## src/rtl/i2cma_pkg.sv

```systemverilog
// Types and constants shared by the I2C memory-access master modules.
package i2cma_pkg;

  localparam int BUFFER_DEPTH = 16;
  localparam int IDX_W        = (BUFFER_DEPTH > 1) ? $clog2(BUFFER_DEPTH) : 1;
  localparam int PTR_W        = $clog2(BUFFER_DEPTH + 1);

  localparam int HP_W    = 10;
  localparam int TO_W    = 16;
  localparam int TIMER_W = 16;
  localparam int LEN_W   = 16;

  localparam logic [HP_W-1:0] HALF_PERIOD_RST = 10'd5;
  localparam logic [TO_W-1:0] ACK_TIMEOUT_RST = 16'd1000;

  localparam logic REG_HALF_PERIOD = 1'b0;
  localparam logic REG_ACK_TIMEOUT = 1'b1;

  typedef enum logic [1:0] {
    CMD_TICK     = 2'd0,
    CMD_PUSH     = 2'd1,
    CMD_START_WR = 2'd2,
    CMD_START_RD = 2'd3
  } cmd_t;

  typedef enum logic [3:0] {
    PH_IDLE     = 4'd0,
    PH_ST_LOW   = 4'd1,
    PH_ST_HIGH  = 4'd2,
    PH_ST_HOLD  = 4'd3,
    PH_TX_LOW   = 4'd4,
    PH_TX_HIGH  = 4'd5,
    PH_ACK_LOW  = 4'd6,
    PH_ACK_WAIT = 4'd7,
    PH_RX_LOW   = 4'd8,
    PH_RX_HIGH  = 4'd9,
    PH_MA_LOW   = 4'd10,
    PH_MA_HIGH  = 4'd11,
    PH_SP_LOW   = 4'd12,
    PH_SP_HIGH  = 4'd13,
    PH_SP_HOLD  = 4'd14
  } phase_t;

  typedef enum logic [2:0] {
    SG_DEV_W  = 3'd0,
    SG_ADR_HI = 3'd1,
    SG_ADR_LO = 3'd2,
    SG_DEV_R  = 3'd3,
    SG_DATA   = 3'd4
  } stage_t;

  typedef struct packed {
    logic             rd;
    logic [LEN_W-1:0] len;
    logic             wide;
    logic [15:0]      mem;
    logic [6:0]       dev;
  } req_t;

  typedef struct packed {
    cmd_t             command;
    logic             sda_in;
    logic [6:0]       device_address;
    logic [15:0]      mem_address;
    logic             wide_address;
    logic [LEN_W-1:0] length;
    logic [7:0]       write_byte;
  } seq_in_t;

  typedef struct packed {
    logic       scl_out;
    logic       sda_out;
    logic       busy_res;
    logic       read_valid;
    logic [7:0] read_data;
    logic       read_last;
    logic       done_res;
    logic       success;
    logic       rejected;
  } seq_out_t;

endpackage

```

## src/rtl/i2cma_seq.sv

```systemverilog
// Bit sequencer and transmit buffer of the I2C memory-access master.
module i2cma_seq (
  input  logic                          clk,
  input  logic                          rst_n,
  input  logic                          step,
  input  i2cma_pkg::seq_in_t            beat,
  input  logic [i2cma_pkg::HP_W-1:0]    half_period,
  input  logic [i2cma_pkg::TO_W-1:0]    ack_timeout,
  output i2cma_pkg::seq_out_t           res
);
  import i2cma_pkg::*;

  phase_t              phase_r, phase_nxt;
  stage_t              stage_r, stage_nxt;
  logic [TIMER_W-1:0]  timer_r, timer_nxt;
  logic [3:0]          bit_cnt_r, bit_cnt_nxt;
  logic [LEN_W-1:0]    byte_cnt_r, byte_cnt_nxt;
  logic [7:0]          shift_r, shift_nxt;
  logic [PTR_W-1:0]    fill_r, fill_nxt;
  logic [PTR_W-1:0]    ptr_r, ptr_nxt;
  req_t                req_r, req_nxt;
  logic                abort_r, abort_nxt;

  logic [7:0]          tx_mem [BUFFER_DEPTH];
  logic                mem_we;
  logic [7:0]          tx_rd_r;

  logic                rvalid, rlast, done, succ, rej;
  logic [7:0]          rdata;

  // ptr_r settles a full byte time before an ACK needs the next data byte
  always_ff @(posedge clk) begin
    if (step && mem_we) begin
      tx_mem[fill_r[IDX_W-1:0]] <= beat.write_byte;
    end
    tx_rd_r <= tx_mem[ptr_r[IDX_W-1:0]];
  end

  always_ff @(posedge clk) begin
    if (!rst_n) begin
      phase_r    <= PH_IDLE;
      stage_r    <= SG_DEV_W;
      timer_r    <= '0;
      bit_cnt_r  <= '0;
      byte_cnt_r <= '0;
      shift_r    <= '0;
      fill_r     <= '0;
      ptr_r      <= '0;
      req_r      <= '0;
      abort_r    <= 1'b0;
    end else if (step) begin
      phase_r    <= phase_nxt;
      stage_r    <= stage_nxt;
      timer_r    <= timer_nxt;
      bit_cnt_r  <= bit_cnt_nxt;
      byte_cnt_r <= byte_cnt_nxt;
      shift_r    <= shift_nxt;
      fill_r     <= fill_nxt;
      ptr_r      <= ptr_nxt;
      req_r      <= req_nxt;
      abort_r    <= abort_nxt;
    end
  end

  // next state
  always_comb begin
    logic [TIMER_W-1:0] timer_inc;
    logic [3:0]         bit_inc;
    logic [7:0]         rx_shift;
    logic               next_data;

    phase_nxt    = phase_r;
    stage_nxt    = stage_r;
    timer_nxt    = timer_r;
    bit_cnt_nxt  = bit_cnt_r;
    byte_cnt_nxt = byte_cnt_r;
    shift_nxt    = shift_r;
    fill_nxt     = fill_r;
    ptr_nxt      = ptr_r;
    req_nxt      = req_r;
    abort_nxt    = abort_r;
    mem_we       = 1'b0;
    rvalid       = 1'b0;
    rdata        = '0;
    rlast        = 1'b0;
    done         = 1'b0;
    succ         = 1'b0;
    rej          = 1'b0;
    next_data    = 1'b0;
    timer_inc    = timer_r + 1'b1;
    bit_inc      = bit_cnt_r + 1'b1;
    rx_shift     = {shift_r[6:0], beat.sda_in};

    if (phase_r == PH_IDLE) begin
      if (beat.command == CMD_PUSH) begin
        if (fill_r < PTR_W'(BUFFER_DEPTH)) begin
          mem_we   = 1'b1;
          fill_nxt = fill_r + 1'b1;
        end else begin
          rej = 1'b1;
        end
      end else if (beat.command inside {CMD_START_WR, CMD_START_RD}) begin
        if (beat.command == CMD_START_WR && beat.length > LEN_W'(fill_r)) begin
          rej = 1'b1;
        end else begin
          req_nxt.dev  = beat.device_address;
          req_nxt.mem  = beat.mem_address;
          req_nxt.wide = beat.wide_address;
          req_nxt.len  = beat.length;
          req_nxt.rd   = (beat.command == CMD_START_RD);
          stage_nxt    = SG_DEV_W;
          byte_cnt_nxt = '0;
          bit_cnt_nxt  = '0;
          ptr_nxt      = '0;
          abort_nxt    = 1'b0;
          phase_nxt    = PH_ST_HIGH;
          timer_nxt    = '0;
        end
      end
    end else begin
      rej = (beat.command != CMD_TICK);
      if (phase_r == PH_ACK_WAIT) begin
        if (!beat.sda_in) begin
          timer_nxt = '0;
          case (stage_r)
            SG_DEV_W: begin
              stage_nxt   = req_r.wide ? SG_ADR_HI : SG_ADR_LO;
              shift_nxt   = req_r.wide ? req_r.mem[15:8] : req_r.mem[7:0];
              bit_cnt_nxt = '0;
              phase_nxt   = PH_TX_LOW;
            end
            SG_ADR_HI: begin
              stage_nxt   = SG_ADR_LO;
              shift_nxt   = req_r.mem[7:0];
              bit_cnt_nxt = '0;
              phase_nxt   = PH_TX_LOW;
            end
            SG_ADR_LO: begin
              if (req_r.rd) begin
                stage_nxt = SG_DEV_R;
                phase_nxt = PH_ST_LOW;
              end else begin
                next_data = 1'b1;
              end
            end
            SG_DEV_R: begin
              if (req_r.len == '0) begin
                phase_nxt = PH_SP_LOW;
              end else begin
                byte_cnt_nxt = '0;
                bit_cnt_nxt  = '0;
                shift_nxt    = '0;
                phase_nxt    = PH_RX_LOW;
              end
            end
            default: next_data = 1'b1;
          endcase
          if (next_data) begin
            if (byte_cnt_r < req_r.len && ptr_r < PTR_W'(BUFFER_DEPTH)) begin
              stage_nxt    = SG_DATA;
              byte_cnt_nxt = byte_cnt_r + 1'b1;
              shift_nxt    = tx_rd_r;
              bit_cnt_nxt  = '0;
              ptr_nxt      = ptr_r + 1'b1;
              phase_nxt    = PH_TX_LOW;
            end else begin
              phase_nxt = PH_SP_LOW;
            end
          end
        end else if (timer_r >= ack_timeout) begin
          abort_nxt = 1'b1;
          phase_nxt = PH_SP_LOW;
          timer_nxt = '0;
        end else begin
          timer_nxt = timer_inc;
        end
      end else if (timer_inc >= TIMER_W'(half_period)) begin
        timer_nxt = '0;
        case (phase_r)
          PH_ST_LOW:  phase_nxt = PH_ST_HIGH;
          PH_ST_HIGH: phase_nxt = PH_ST_HOLD;
          PH_ST_HOLD: begin
            shift_nxt   = {req_r.dev, stage_r == SG_DEV_R};
            bit_cnt_nxt = '0;
            phase_nxt   = PH_TX_LOW;
          end
          PH_TX_LOW:  phase_nxt = PH_TX_HIGH;
          PH_TX_HIGH: begin
            shift_nxt   = {shift_r[6:0], 1'b0};
            bit_cnt_nxt = bit_inc;
            phase_nxt   = (bit_inc >= 4'd8) ? PH_ACK_LOW : PH_TX_LOW;
          end
          PH_ACK_LOW: phase_nxt = PH_ACK_WAIT;
          PH_RX_LOW:  phase_nxt = PH_RX_HIGH;
          PH_RX_HIGH: begin
            shift_nxt   = rx_shift;
            bit_cnt_nxt = bit_inc;
            if (bit_inc >= 4'd8) begin
              byte_cnt_nxt = byte_cnt_r + 1'b1;
              rvalid       = 1'b1;
              rdata        = rx_shift;
              rlast        = (byte_cnt_r + 1'b1 >= req_r.len);
              phase_nxt    = PH_MA_LOW;
            end else begin
              phase_nxt = PH_RX_LOW;
            end
          end
          PH_MA_LOW:  phase_nxt = PH_MA_HIGH;
          PH_MA_HIGH: begin
            if (byte_cnt_r >= req_r.len) begin
              phase_nxt = PH_SP_LOW;
            end else begin
              bit_cnt_nxt = '0;
              shift_nxt   = '0;
              phase_nxt   = PH_RX_LOW;
            end
          end
          PH_SP_LOW:  phase_nxt = PH_SP_HIGH;
          PH_SP_HIGH: phase_nxt = PH_SP_HOLD;
          default: begin
            done = 1'b1;
            succ = !abort_r;
            if (!req_r.rd) begin
              fill_nxt = '0;
              ptr_nxt  = '0;
            end
            phase_nxt = PH_IDLE;
          end
        endcase
      end else begin
        timer_nxt = timer_inc;
      end
    end
  end

  // outputs
  always_comb begin
    logic ma_bit;
    ma_bit = (byte_cnt_nxt >= req_nxt.len);
    res.scl_out = 1'b1;
    res.sda_out = 1'b1;
    case (phase_nxt)
      PH_ST_LOW:  begin res.scl_out = 1'b0; res.sda_out = 1'b1;         end
      PH_ST_HOLD: begin res.scl_out = 1'b1; res.sda_out = 1'b0;         end
      PH_TX_LOW:  begin res.scl_out = 1'b0; res.sda_out = shift_nxt[7]; end
      PH_TX_HIGH: begin res.scl_out = 1'b1; res.sda_out = shift_nxt[7]; end
      PH_ACK_LOW: begin res.scl_out = 1'b0; res.sda_out = 1'b1;         end
      PH_RX_LOW:  begin res.scl_out = 1'b0; res.sda_out = 1'b1;         end
      PH_MA_LOW:  begin res.scl_out = 1'b0; res.sda_out = ma_bit;       end
      PH_MA_HIGH: begin res.scl_out = 1'b1; res.sda_out = ma_bit;       end
      PH_SP_LOW:  begin res.scl_out = 1'b0; res.sda_out = 1'b0;         end
      PH_SP_HIGH: begin res.scl_out = 1'b1; res.sda_out = 1'b0;         end
      default:    begin res.scl_out = 1'b1; res.sda_out = 1'b1;         end
    endcase
    res.busy_res   = (phase_nxt != PH_IDLE);
    res.read_valid = rvalid;
    res.read_data  = rdata;
    res.read_last  = rlast;
    res.done_res   = done;
    res.success    = succ;
    res.rejected   = rej;
  end

endmodule

```

## src/rtl/i2c_memory_access_master.sv

```systemverilog
// Top level of the I2C memory-access master: handshake, registers, result stage.
//
//   channel | direction | handshake          | beat
//   in_     | input     | in_valid/in_ready  | one tick or command
//   out_    | output    | out_valid/out_ready| pin levels and status after it
//   cfg_    | input     | APB psel/penable   | half_period, ack_timeout
//
// One input beat per cycle while in_ready is high; its result is registered.
// in_ready is high whenever the result register is empty or being drained.
// Sequencer state, counters and out_valid clear on synchronous rst_n.
// The 16-entry transmit buffer is not cleared; its fill count tracks valid bytes.
module i2c_memory_access_master (
  input  logic        clk,
  input  logic        rst_n,

  input  logic        in_valid,
  output logic        in_ready,
  input  logic [1:0]  in_command,
  input  logic        in_sda_in,
  input  logic [6:0]  in_device_address,
  input  logic [15:0] in_mem_address,
  input  logic        in_wide_address,
  input  logic [15:0] in_length,
  input  logic [7:0]  in_write_byte,

  output logic        out_valid,
  input  logic        out_ready,
  output logic        out_scl_out,
  output logic        out_sda_out,
  output logic        out_busy_res,
  output logic        out_read_valid,
  output logic [7:0]  out_read_data,
  output logic        out_read_last,
  output logic        out_done_res,
  output logic        out_success,
  output logic        out_rejected,

  input  logic        psel,
  input  logic        penable,
  input  logic        pwrite,
  input  logic [2:0]  paddr,
  input  logic [31:0] pwdata,
  output logic [31:0] prdata,
  output logic        pready
);
  import i2cma_pkg::*;

  logic [HP_W-1:0] half_period_r;
  logic [TO_W-1:0] ack_timeout_r;
  logic            out_valid_r;
  seq_out_t        out_r;
  seq_in_t         beat;
  seq_out_t        res;
  logic            step;
  logic            cfg_wr;

  assign pready = 1'b1;
  assign cfg_wr = psel && penable && pwrite && pready;

  always_ff @(posedge clk) begin
    if (!rst_n) begin
      half_period_r <= HALF_PERIOD_RST;
      ack_timeout_r <= ACK_TIMEOUT_RST;
    end else if (cfg_wr) begin
      if (paddr[2] == REG_HALF_PERIOD) begin
        half_period_r <= pwdata[HP_W-1:0];
      end else begin
        ack_timeout_r <= pwdata[TO_W-1:0];
      end
    end
  end

  assign prdata = (paddr[2] == REG_HALF_PERIOD) ? 32'(half_period_r) : 32'(ack_timeout_r);

  assign in_ready = !out_valid_r || out_ready;
  assign step     = in_valid && in_ready;

  assign beat.command        = cmd_t'(in_command);
  assign beat.sda_in         = in_sda_in;
  assign beat.device_address = in_device_address;
  assign beat.mem_address    = in_mem_address;
  assign beat.wide_address   = in_wide_address;
  assign beat.length         = in_length;
  assign beat.write_byte     = in_write_byte;

  i2cma_seq u_seq (
    .clk         (clk),
    .rst_n       (rst_n),
    .step        (step),
    .beat        (beat),
    .half_period (half_period_r),
    .ack_timeout (ack_timeout_r),
    .res         (res)
  );

  always_ff @(posedge clk) begin
    if (!rst_n) begin
      out_valid_r <= 1'b0;
    end else if (in_ready) begin
      out_valid_r <= in_valid;
    end
  end

  always_ff @(posedge clk) begin
    if (step) begin
      out_r <= res;
    end
  end

  assign out_valid      = out_valid_r;
  assign out_scl_out    = out_r.scl_out;
  assign out_sda_out    = out_r.sda_out;
  assign out_busy_res   = out_r.busy_res;
  assign out_read_valid = out_r.read_valid;
  assign out_read_data  = out_r.read_data;
  assign out_read_last  = out_r.read_last;
  assign out_done_res   = out_r.done_res;
  assign out_success    = out_r.success;
  assign out_rejected   = out_r.rejected;

endmodule

```

## config.mk

```make
export PLATFORM = sky130hd
export DESIGN_NAME = i2c_memory_access_master
export DESIGN_NICKNAME = d
export VERILOG_FILES = /design/src/rtl/i2cma_pkg.sv /design/src/rtl/i2cma_seq.sv /design/src/rtl/i2c_memory_access_master.sv
export SDC_FILE = /design/constraint.sdc
export NUM_CORES = 1
export LEC_CHECK = 0
export ABC_AREA = 1
export ABC_CLOCK_PERIOD_IN_PS = 3900
export BUFFER_PORTS_ARGS = -buffer_cell sky130_fd_sc_hd__buf_2
export CAP_MARGIN = 25
export CORE_MARGIN = 3
export CORE_UTILIZATION = 30
export CTS_CLUSTER_SIZE = 10
export DETAILED_ROUTE_END_ITERATION = 16
export GPL_ROUTABILITY_DRIVEN = 0
export GPL_TIMING_DRIVEN = 0
export HOLD_SLACK_MARGIN = 0.06
export SYNTH_ARGS = -nofsm -noshare
export SYNTH_HDL_FRONTEND = slang
export SYNTH_HIERARCHICAL = 1
export SYNTH_SLANG_ARGS = --single-unit
```

## constraint.sdc

```tcl
create_clock -name clk -period 3.9 [get_ports clk]
set_input_delay 0.585 -clock clk [delete_from_list [all_inputs] [get_ports clk]]
set_output_delay 0.585 -clock clk [all_outputs]
set_load 0.01 [all_outputs]
```

==> impl_results.md, run 1 <==
- Rows: 83
- WP data arrival: 4620 ps
- Critical Path End Type: flip-flop
- Nets: approximately 2,400
- Fin worst setup slack: -209.9 ps
- Ratio of cells with drive above 1 in the final layout: ~15%
- Final ANT Viol Nets: 0
- Slowest CP cell: dfxtp_4
- IO Count: 144
- Asr flop ratio synth: 0%
- Max Fclk: about 240 MHz
- Die area: between 50,000 and 60,000 um^2
- CTS tree: built
- Final setup viols: 2
- Initial Util: a little under a third
- Rel. slew slack: between 30% and 40%
- Root Driver: clkbuf_16
- Period utilization: 105.4%
- Total wire length: roughly 50,000 um
- Clock power share: a little over two fifths
- Clock sinks: approximately 280
- Sw Share: between 20% and 30%
- CTS Buffer Depth: 3
- Post-Syn Instances: 1,996
- Syn Area/Cell: 7.876 um^2
- Failing checks: negative setup slack
- Pre-CTS setup slack: -921.5 ps
- Synth Cell Area: roughly 16,000 um^2
- Total CTS buffers: 36
- Area occupied by registers: just over 7000 um^2
- Detailed Route Iter0 Violations: ~1,200
- Largest net degree at the start of global routing: 17
- Clock latency on the worst-skew pair: 570 ps
- Hold slack final: about 260 ps
- Combinational Power Share: between 10% and 20%
- Residual DRC: 0
- Top cell type's share of synthesized area: approximately 28%
- Buffers on Ports: approximately 110
- Worst Setup Start Kind: flip-flop
- Slew @ Worst Pin: about 900 ps
- Largest cells by area after synthesis: edfxtp_1, dfxtp_1, nand2_1, ha_1, inv_1
- Worst path most repeated cell: buf_4
- Height of the die: 234.9 um
- Drt first pass iters: 6
- Min Tclk post-route: slightly above 4000 ps
- Yosys reg bits: between 200 and 300
- NetSw: 0.002200 W
- Clk slew on worst S/H paths: approximately 60 ps
- Status: complete, but fails checks
- Routed WL per cell: around 17 um
- Post-Layout Cell Count: between 2,000 and 3,000
- Post-synthesis sequential area ratio: 45.08%
- First-pass GRT wire length: about 78,000 um
- Slowest cell delay on critical path: ~380 ps
- Global-route usage over all layers: between 15 and 20%
- Vias in the first global route: 14,410
- Sequential power share: 42.2%
- HPWL Detailed: between 30,000 and 40,000 um
- Max cap viols: 0
- H-tree depth: 2
- Final core occ: between 30% and 40%
- Vias per cell: around 5
- Clock skew: around 29 ps
- Inst Count DP: 2,799
- Final Max Tran Viols: 0
- Die width: between 200 and 250 um
- Placed cell areas: roughly 17,000 um^2
- Layout area overhead: 21.26%
- CP Data Required Time: 4410 ps
- YS warnings: 6
- FILL cells: around 5,300
- Pleak: roughly 8.0 nW
- Worst VDD drop: around 0.32 mV
- Crit Path Class: reg -> reg
- EDFF count, synth: between 100 and 150
- Power Density: slightly above 400 nW/um^2
- Final-report hold violation count: 0
- Core area: roughly 52,000 um^2
- Ys flop type: edfxtp_1
- Via count: 14,730
- Yosys top cell by area: edfxtp_1
- Design Area, Final: ~19,000 um^2
- Int Pwr: roughly 0.0055 W
- Top-count cell post-synth: nand2_1
- RSZ-0062 raised after global routing: yes
- Commonest cells in the netlist: nand2_1, inv_1, nor2_1, o21ai_0, a21oi_1
- Crit path max fanout: 4
- Grt total ovfl: 0
- Antenna violations before repair: 2
- Ant. Diodes: 0
- Hold Path Class: in -> reg
- Cell variety after synth: 50
- Multi-input gate area: around 7500 um^2
- Hold buffers post-CTS: 0
## layout make-up
cell class	instances	area share [%]
inverter	264	5.238
sequential	282	37.31
clock buffer	59	5.612
clock inverter	5	0.4529
multi-input combinational	1366	39.55
tap	680	4.463
buffer	98	2.776
timing repair buffer	149	4.601
## through the flow
| stage | power, W | TNS (ps) |
|---|---|---|
| after floorplan | 0.004024 | 0 |
| after CTS | 0.007768 | -546.7 |
| after detailed placement | 0.004407 | -921.5 |
| final | 0.007736 | -407.0 |
| after global routing | 0.008114 | -871.4 |
| after global placement | 0.004367 | -82600 |
## metal layers
metal  vias to the layer above  track usage [%]  wire length [um]
met5                         -                0                 0
li1                       7060                -                 -
met2                       616            29.13             23510
met1                      6917            22.48             20760
met3                       139            3.016              3594
met4                         0            7.828              2264
## cell usage in the layout (no fill, tap or decap), types with 15 or more instances in the layout
cell type,instances
conb_1,17
nor3_1,15
dfxtp_1,128
clkbuf_1,62
buf_4,63
nor2_1,228
o21ai_0,142
inv_1,246
buf_2,115
nand4_1,30
o21ai_1,16
nand2_1,393
ha_1,78
a21oi_1,147
nand3_1,99
o211ai_1,26
clkbuf_16,38
o32ai_1,20
xor2_1,20
edfxtp_1,144
## critical path, delay by kind of cell (launching register included)
kind,cells,cell delay (ps)
fa+ha+maj,1,230
buf+inv,16,1820
flops,1,380
simple gates,13,1260
xor+xnor,1,190
compound gates,2,170
## worst paths after layout
kind,startpoint,endpoint,slack (ps),cells past startpoint
max reg2reg,u_seq/timer_r[0]$_SDFFE_PN0P_,u_seq/byte_cnt_r[2]$_SDFFE_PN0P_,-210,33
min,pwdata[5],ack_timeout_r[5]$_SDFFE_PN1P_,260,3
min reg2reg,u_seq/req_r[12]$_SDFFE_PN0P_,u_seq/req_r[12]$_SDFFE_PN0P_,450,2
max,u_seq/timer_r[0]$_SDFFE_PN0P_,u_seq/byte_cnt_r[2]$_SDFFE_PN0P_,-210,33
## power by group through the flow
stage | Sequential, W | Combinational (W) | Clock, W
global route | 0.00327 | 0.00139 | 0.00345
finish | 0.00326 | 0.00124 | 0.00323
floorplan | 0.00331 | 0.000715 | 0
CTS | 0.00326 | 0.00120 | 0.00331
global placement | 0.00332 | 0.00105 | 0
detailed placement | 0.00332 | 0.00108 | 0
## kinds of logic (layout without fill, tap and decap cells)
logic type | Yosys count | count (layout) | synth area share [%]
AO/OA/AOI/OAI | 402 | 402 | 14.34
XOR/XNOR | 24 | 24 | 1.337
adder cells (fa/ha/maj) | 87 | 87 | 6.924
buffers and inverters | 363 | 575 | 9.542
flip-flops | 282 | 282 | 45.08
multiplexers | 12 | 12 | 0.7641
other | 2 | 17 | 0.04777
AND/OR/NAND/NOR | 824 | 824 | 21.97
## what timing repair did
action                                  in CTS  in global routing
setup buffers                               33                  7
resized for setup                           79                 54
endpoints found under the setup margin       1                  2
gates cloned                                 1                  0
pin swaps                                   42                 24
## state kept, by name (all words and copies together) (netlist names), 8 cells and up
register / cells
u_seq/tx_mem: 128
u_seq/req_r: 41
ack_timeout_r: 16
u_seq/byte_cnt_r: 16
u_seq/timer_r: 16
half_period_r: 10
out_read_data: 8
u_seq/shift_r: 8
u_seq/tx_rd_r: 8
Note: power is estimated with default switching activity, not from simulation.
==> inputs of run 2 (changes only) <==
--- a/config.mk
+++ b/config.mk
@@ -9,13 +9,15 @@
 export ABC_CLOCK_PERIOD_IN_PS = 3900
 export BUFFER_PORTS_ARGS = -buffer_cell sky130_fd_sc_hd__buf_2
 export CAP_MARGIN = 25
+export CELL_PAD_IN_SITES_DETAIL_PLACEMENT = 0
+export CELL_PAD_IN_SITES_GLOBAL_PLACEMENT = 1
 export CORE_MARGIN = 3
 export CORE_UTILIZATION = 30
 export CTS_CLUSTER_SIZE = 10
 export DETAILED_ROUTE_END_ITERATION = 16
-export GPL_ROUTABILITY_DRIVEN = 0
 export GPL_TIMING_DRIVEN = 0
 export HOLD_SLACK_MARGIN = 0.06
+export PLACE_DENSITY_LB_ADDON = 0.1
 export SYNTH_ARGS = -nofsm -noshare
 export SYNTH_HDL_FRONTEND = slang
 export SYNTH_HIERARCHICAL = 1
==> constraint.sdc (replaced) <==
create_clock -name clk -period 3.9 [get_ports clk]
set_input_delay 0.195 -clock clk [delete_from_list [all_inputs] [get_ports clk]]
set_output_delay 0.195 -clock clk [all_outputs]
set_load 0.01 [all_outputs]
==> impl_results.md, run 2 (same netlist as run 1, synthesis figures left out) <==
- Min Tclk post-route: 4163 ps (+52.76 ps)
- Max reg flops: 128 (unchanged)
- Detailed Route Iter0 Violations: 944 (-19%)
- Antenna violations before repair: 1 (-1)
- H-tree depth: 2 (unchanged)
- HPWL Detailed: 41,410 um (+13%)
- CP Data Required Time: 4210 ps (-200 ps)
- Final-report hold violation count: 0 (unchanged)
- Slowest CP cell: dfxtp_4
- Worst Setup Start Kind: flip-flop
- Grt total ovfl: 0 (unchanged)
- Max cap viols: 0 (unchanged)
- CTS Buffer Depth: 3 (unchanged)
- Rel. slew slack: 35.96% (-3.7 points)
- Most common cell after layout, fill and taps aside: nand2_1
- Rows: 83 (unchanged)
- Status: complete, but fails checks
- Crit Path Class: reg -> reg
- Crit path max fanout: 6 (+2)
- Final Max Tran Viols: 0 (unchanged)
- Ratio of cells with drive above 1 in the final layout: 14.46% (-0.79 points)
- Slowest cell delay on critical path: 360 ps (-20 ps)
- Pleak: 8.185 nW (+2.8%)
- Buffers on Ports: 107 (unchanged)
- Worst VDD drop: 0.3244 mV (+1.0%)
- Die width: 234.9 um (unchanged)
- Initial Util: 30.46% (unchanged)
- WP data arrival: 4470 ps (-150 ps)
- Placed cell areas: 17,180 um^2 (unchanged)
- IO Count: 144 (unchanged)
- Ant. Diodes: 0 (unchanged)
- Via count: 14,410 (-2.2%)
- Vias in the first global route: 13,840 (-3.9%)
- Global-route usage over all layers: 19.70% (+2.1 points)
- Fin worst setup slack: -262.7 ps (-52.76 ps)
- Vias per cell: 4.876 (-3.9%)
- Height of the die: 234.9 um (unchanged)
- RSZ-0062 raised after global routing: yes
- Clock latency on the worst-skew pair: 560 ps (about the same)
- Clock skew: 23.26 ps (-5.699 ps)
- Nets: 2,428 (+2.1%)
- Clk slew on worst S/H paths: 60 ps (about the same)
- Core area: 51,610 um^2 (unchanged)
- Total wire length: 55,870 um (+11%)
- Total CTS buffers: 37 (+2.8%)
- Final ANT Viol Nets: 0 (unchanged)
- Layout area overhead: 24.07%
- Routability Congestion: between 0.8 and 0.9
- Power Density: 400.0 nW/um^2 (-1.4%)
- Worst R2R Setup Slack: -260 ps (-50 ps)
- First-pass GRT wire length: 84,320 um (+7.9%)
- Max Fclk: 240.2 MHz (-1.3%)
- Hold Path Class: in -> reg
- Root Driver: clkbuf_16
- Period utilization: 106.7% (+1.4 points)
- Pre-CTS setup slack: -1145 ps (-223.8 ps)
- CTS tree: built
- Routed WL per cell: 18.91 um (+9.5%)
- Largest net degree at the start of global routing: 17 (unchanged)
- Failing checks: negative setup slack
- Clock sinks: 282 (unchanged)
- Drt first pass iters: 6 (unchanged)
- Residual DRC: 0 (unchanged)
- Critical Path End Type: flip-flop
- Final setup viols: 1 (-1)
- Die area: 55,190 um^2 (unchanged)
- Design Area, Final: 19,510 um^2 (+2.3%)
- Most frequent cells in the layout: nand2_1, inv_1, nor2_1
- Worst path most repeated cell: buf_4
- Slew @ Worst Pin: 957.0 ps (+54.97 ps)
==> run 2: cell count changes in the layout (fill, tap and decap cells not counted), moves of 3 or more <==
cell           previous run  this run
buf_6                     8         3
dfxtp_2                   5         2
dlygate4sd3_1             0        56
nand2_1                 393       390
o21ai_0                 142       145
==> run 2: layer usage <==
| metal | up-vias | track usage (%) | share of wire (%) |
|---|---|---|---|
| li1 | 7156 | - | - |
| met1 | 6846 | 26.40 | 46 |
| met3 | 84 | 2.559 | 4.2 |
| met4 | 0 | 6.696 | 2.9 |
| met5 | - | 0 | 0 |
| met2 | 323 | 32.80 | 47 |
==> run 2: cell type report <==
| type | instances | area (um^2) |
|---|---|---|
| flip-flops and latches | 282 | 7116 |
| clock buffers | 60 | 1064 |
| inverters | 264 | 1005 |
| repair buffers | 199 | 1378 |
| fillers | 5387 | 32110 |
| well taps | 680 | 850.8 |
| multi-input cells | 1366 | 7481 |
| clock inverters | 6 | 81.33 |
| plain buffers | 98 | 530.5 |
==> run 2: report_power, final <==
group,switching [W],internal (W),total (W)
Clock,0.00133,0.00194,0.00327
Combinational,0.000809,0.000455,0.00126
Sequential,0.0000701,0.00319,0.00326
Total,0.00221,0.00559,0.00780
==> run 2: final timing paths <==
kind,start,depth (start not counted),endpoint
worst max register to register,u_seq/timer_r[0]$_SDFFE_PN0P_,37,out_sda_out$_DFFE_PP_
worst max-delay path,u_seq/timer_r[0]$_SDFFE_PN0P_,37,out_sda_out$_DFFE_PP_
worst min register to register,u_seq/req_r[22]$_SDFFE_PN0P_,2,u_seq/req_r[22]$_SDFFE_PN0P_
worst min-delay path,in_length[10],5,u_seq/req_r[34]$_SDFFE_PN0P_
==> run 2: critical path, delay by kind of cell (launching register included) <==
family	cells	cell delay, ps
buffers and inverters	13	1320
DFF	1	360
and+or+nand+nor	19	1610
AOI/OAI and AO/OA	4	380
adders and majority gates	1	230
==> run 2: metrics by stage <==
step	setup TNS, ps	power [W]	hold slack, ps	util [%]	instances
6_report	-262.7	0.007801	77.44	37.79	2955
5_1_grt	-508.6	0.008204	75.28	37.79	2955
4_1_cts	-439.8	0.007866	63.47	37.34	2946
3_5_place_dp	-1145	0.004448	434.2	33.29	2799
3_3_place_gp	-87400	0.004434	437.1	33.26	2798
2_1_floorplan	0	0.004024	293.9	-	2011
==> run 2: timing repair <==
item | in CTS | in global routing
hold buffers | 56 | 0
setup endpoints to repair | 1 | 1
buffers inserted | 25 | 10
hold endpoints to repair | 125 | 0
gates resized for setup | 67 | 51
pin swaps | 28 | 30
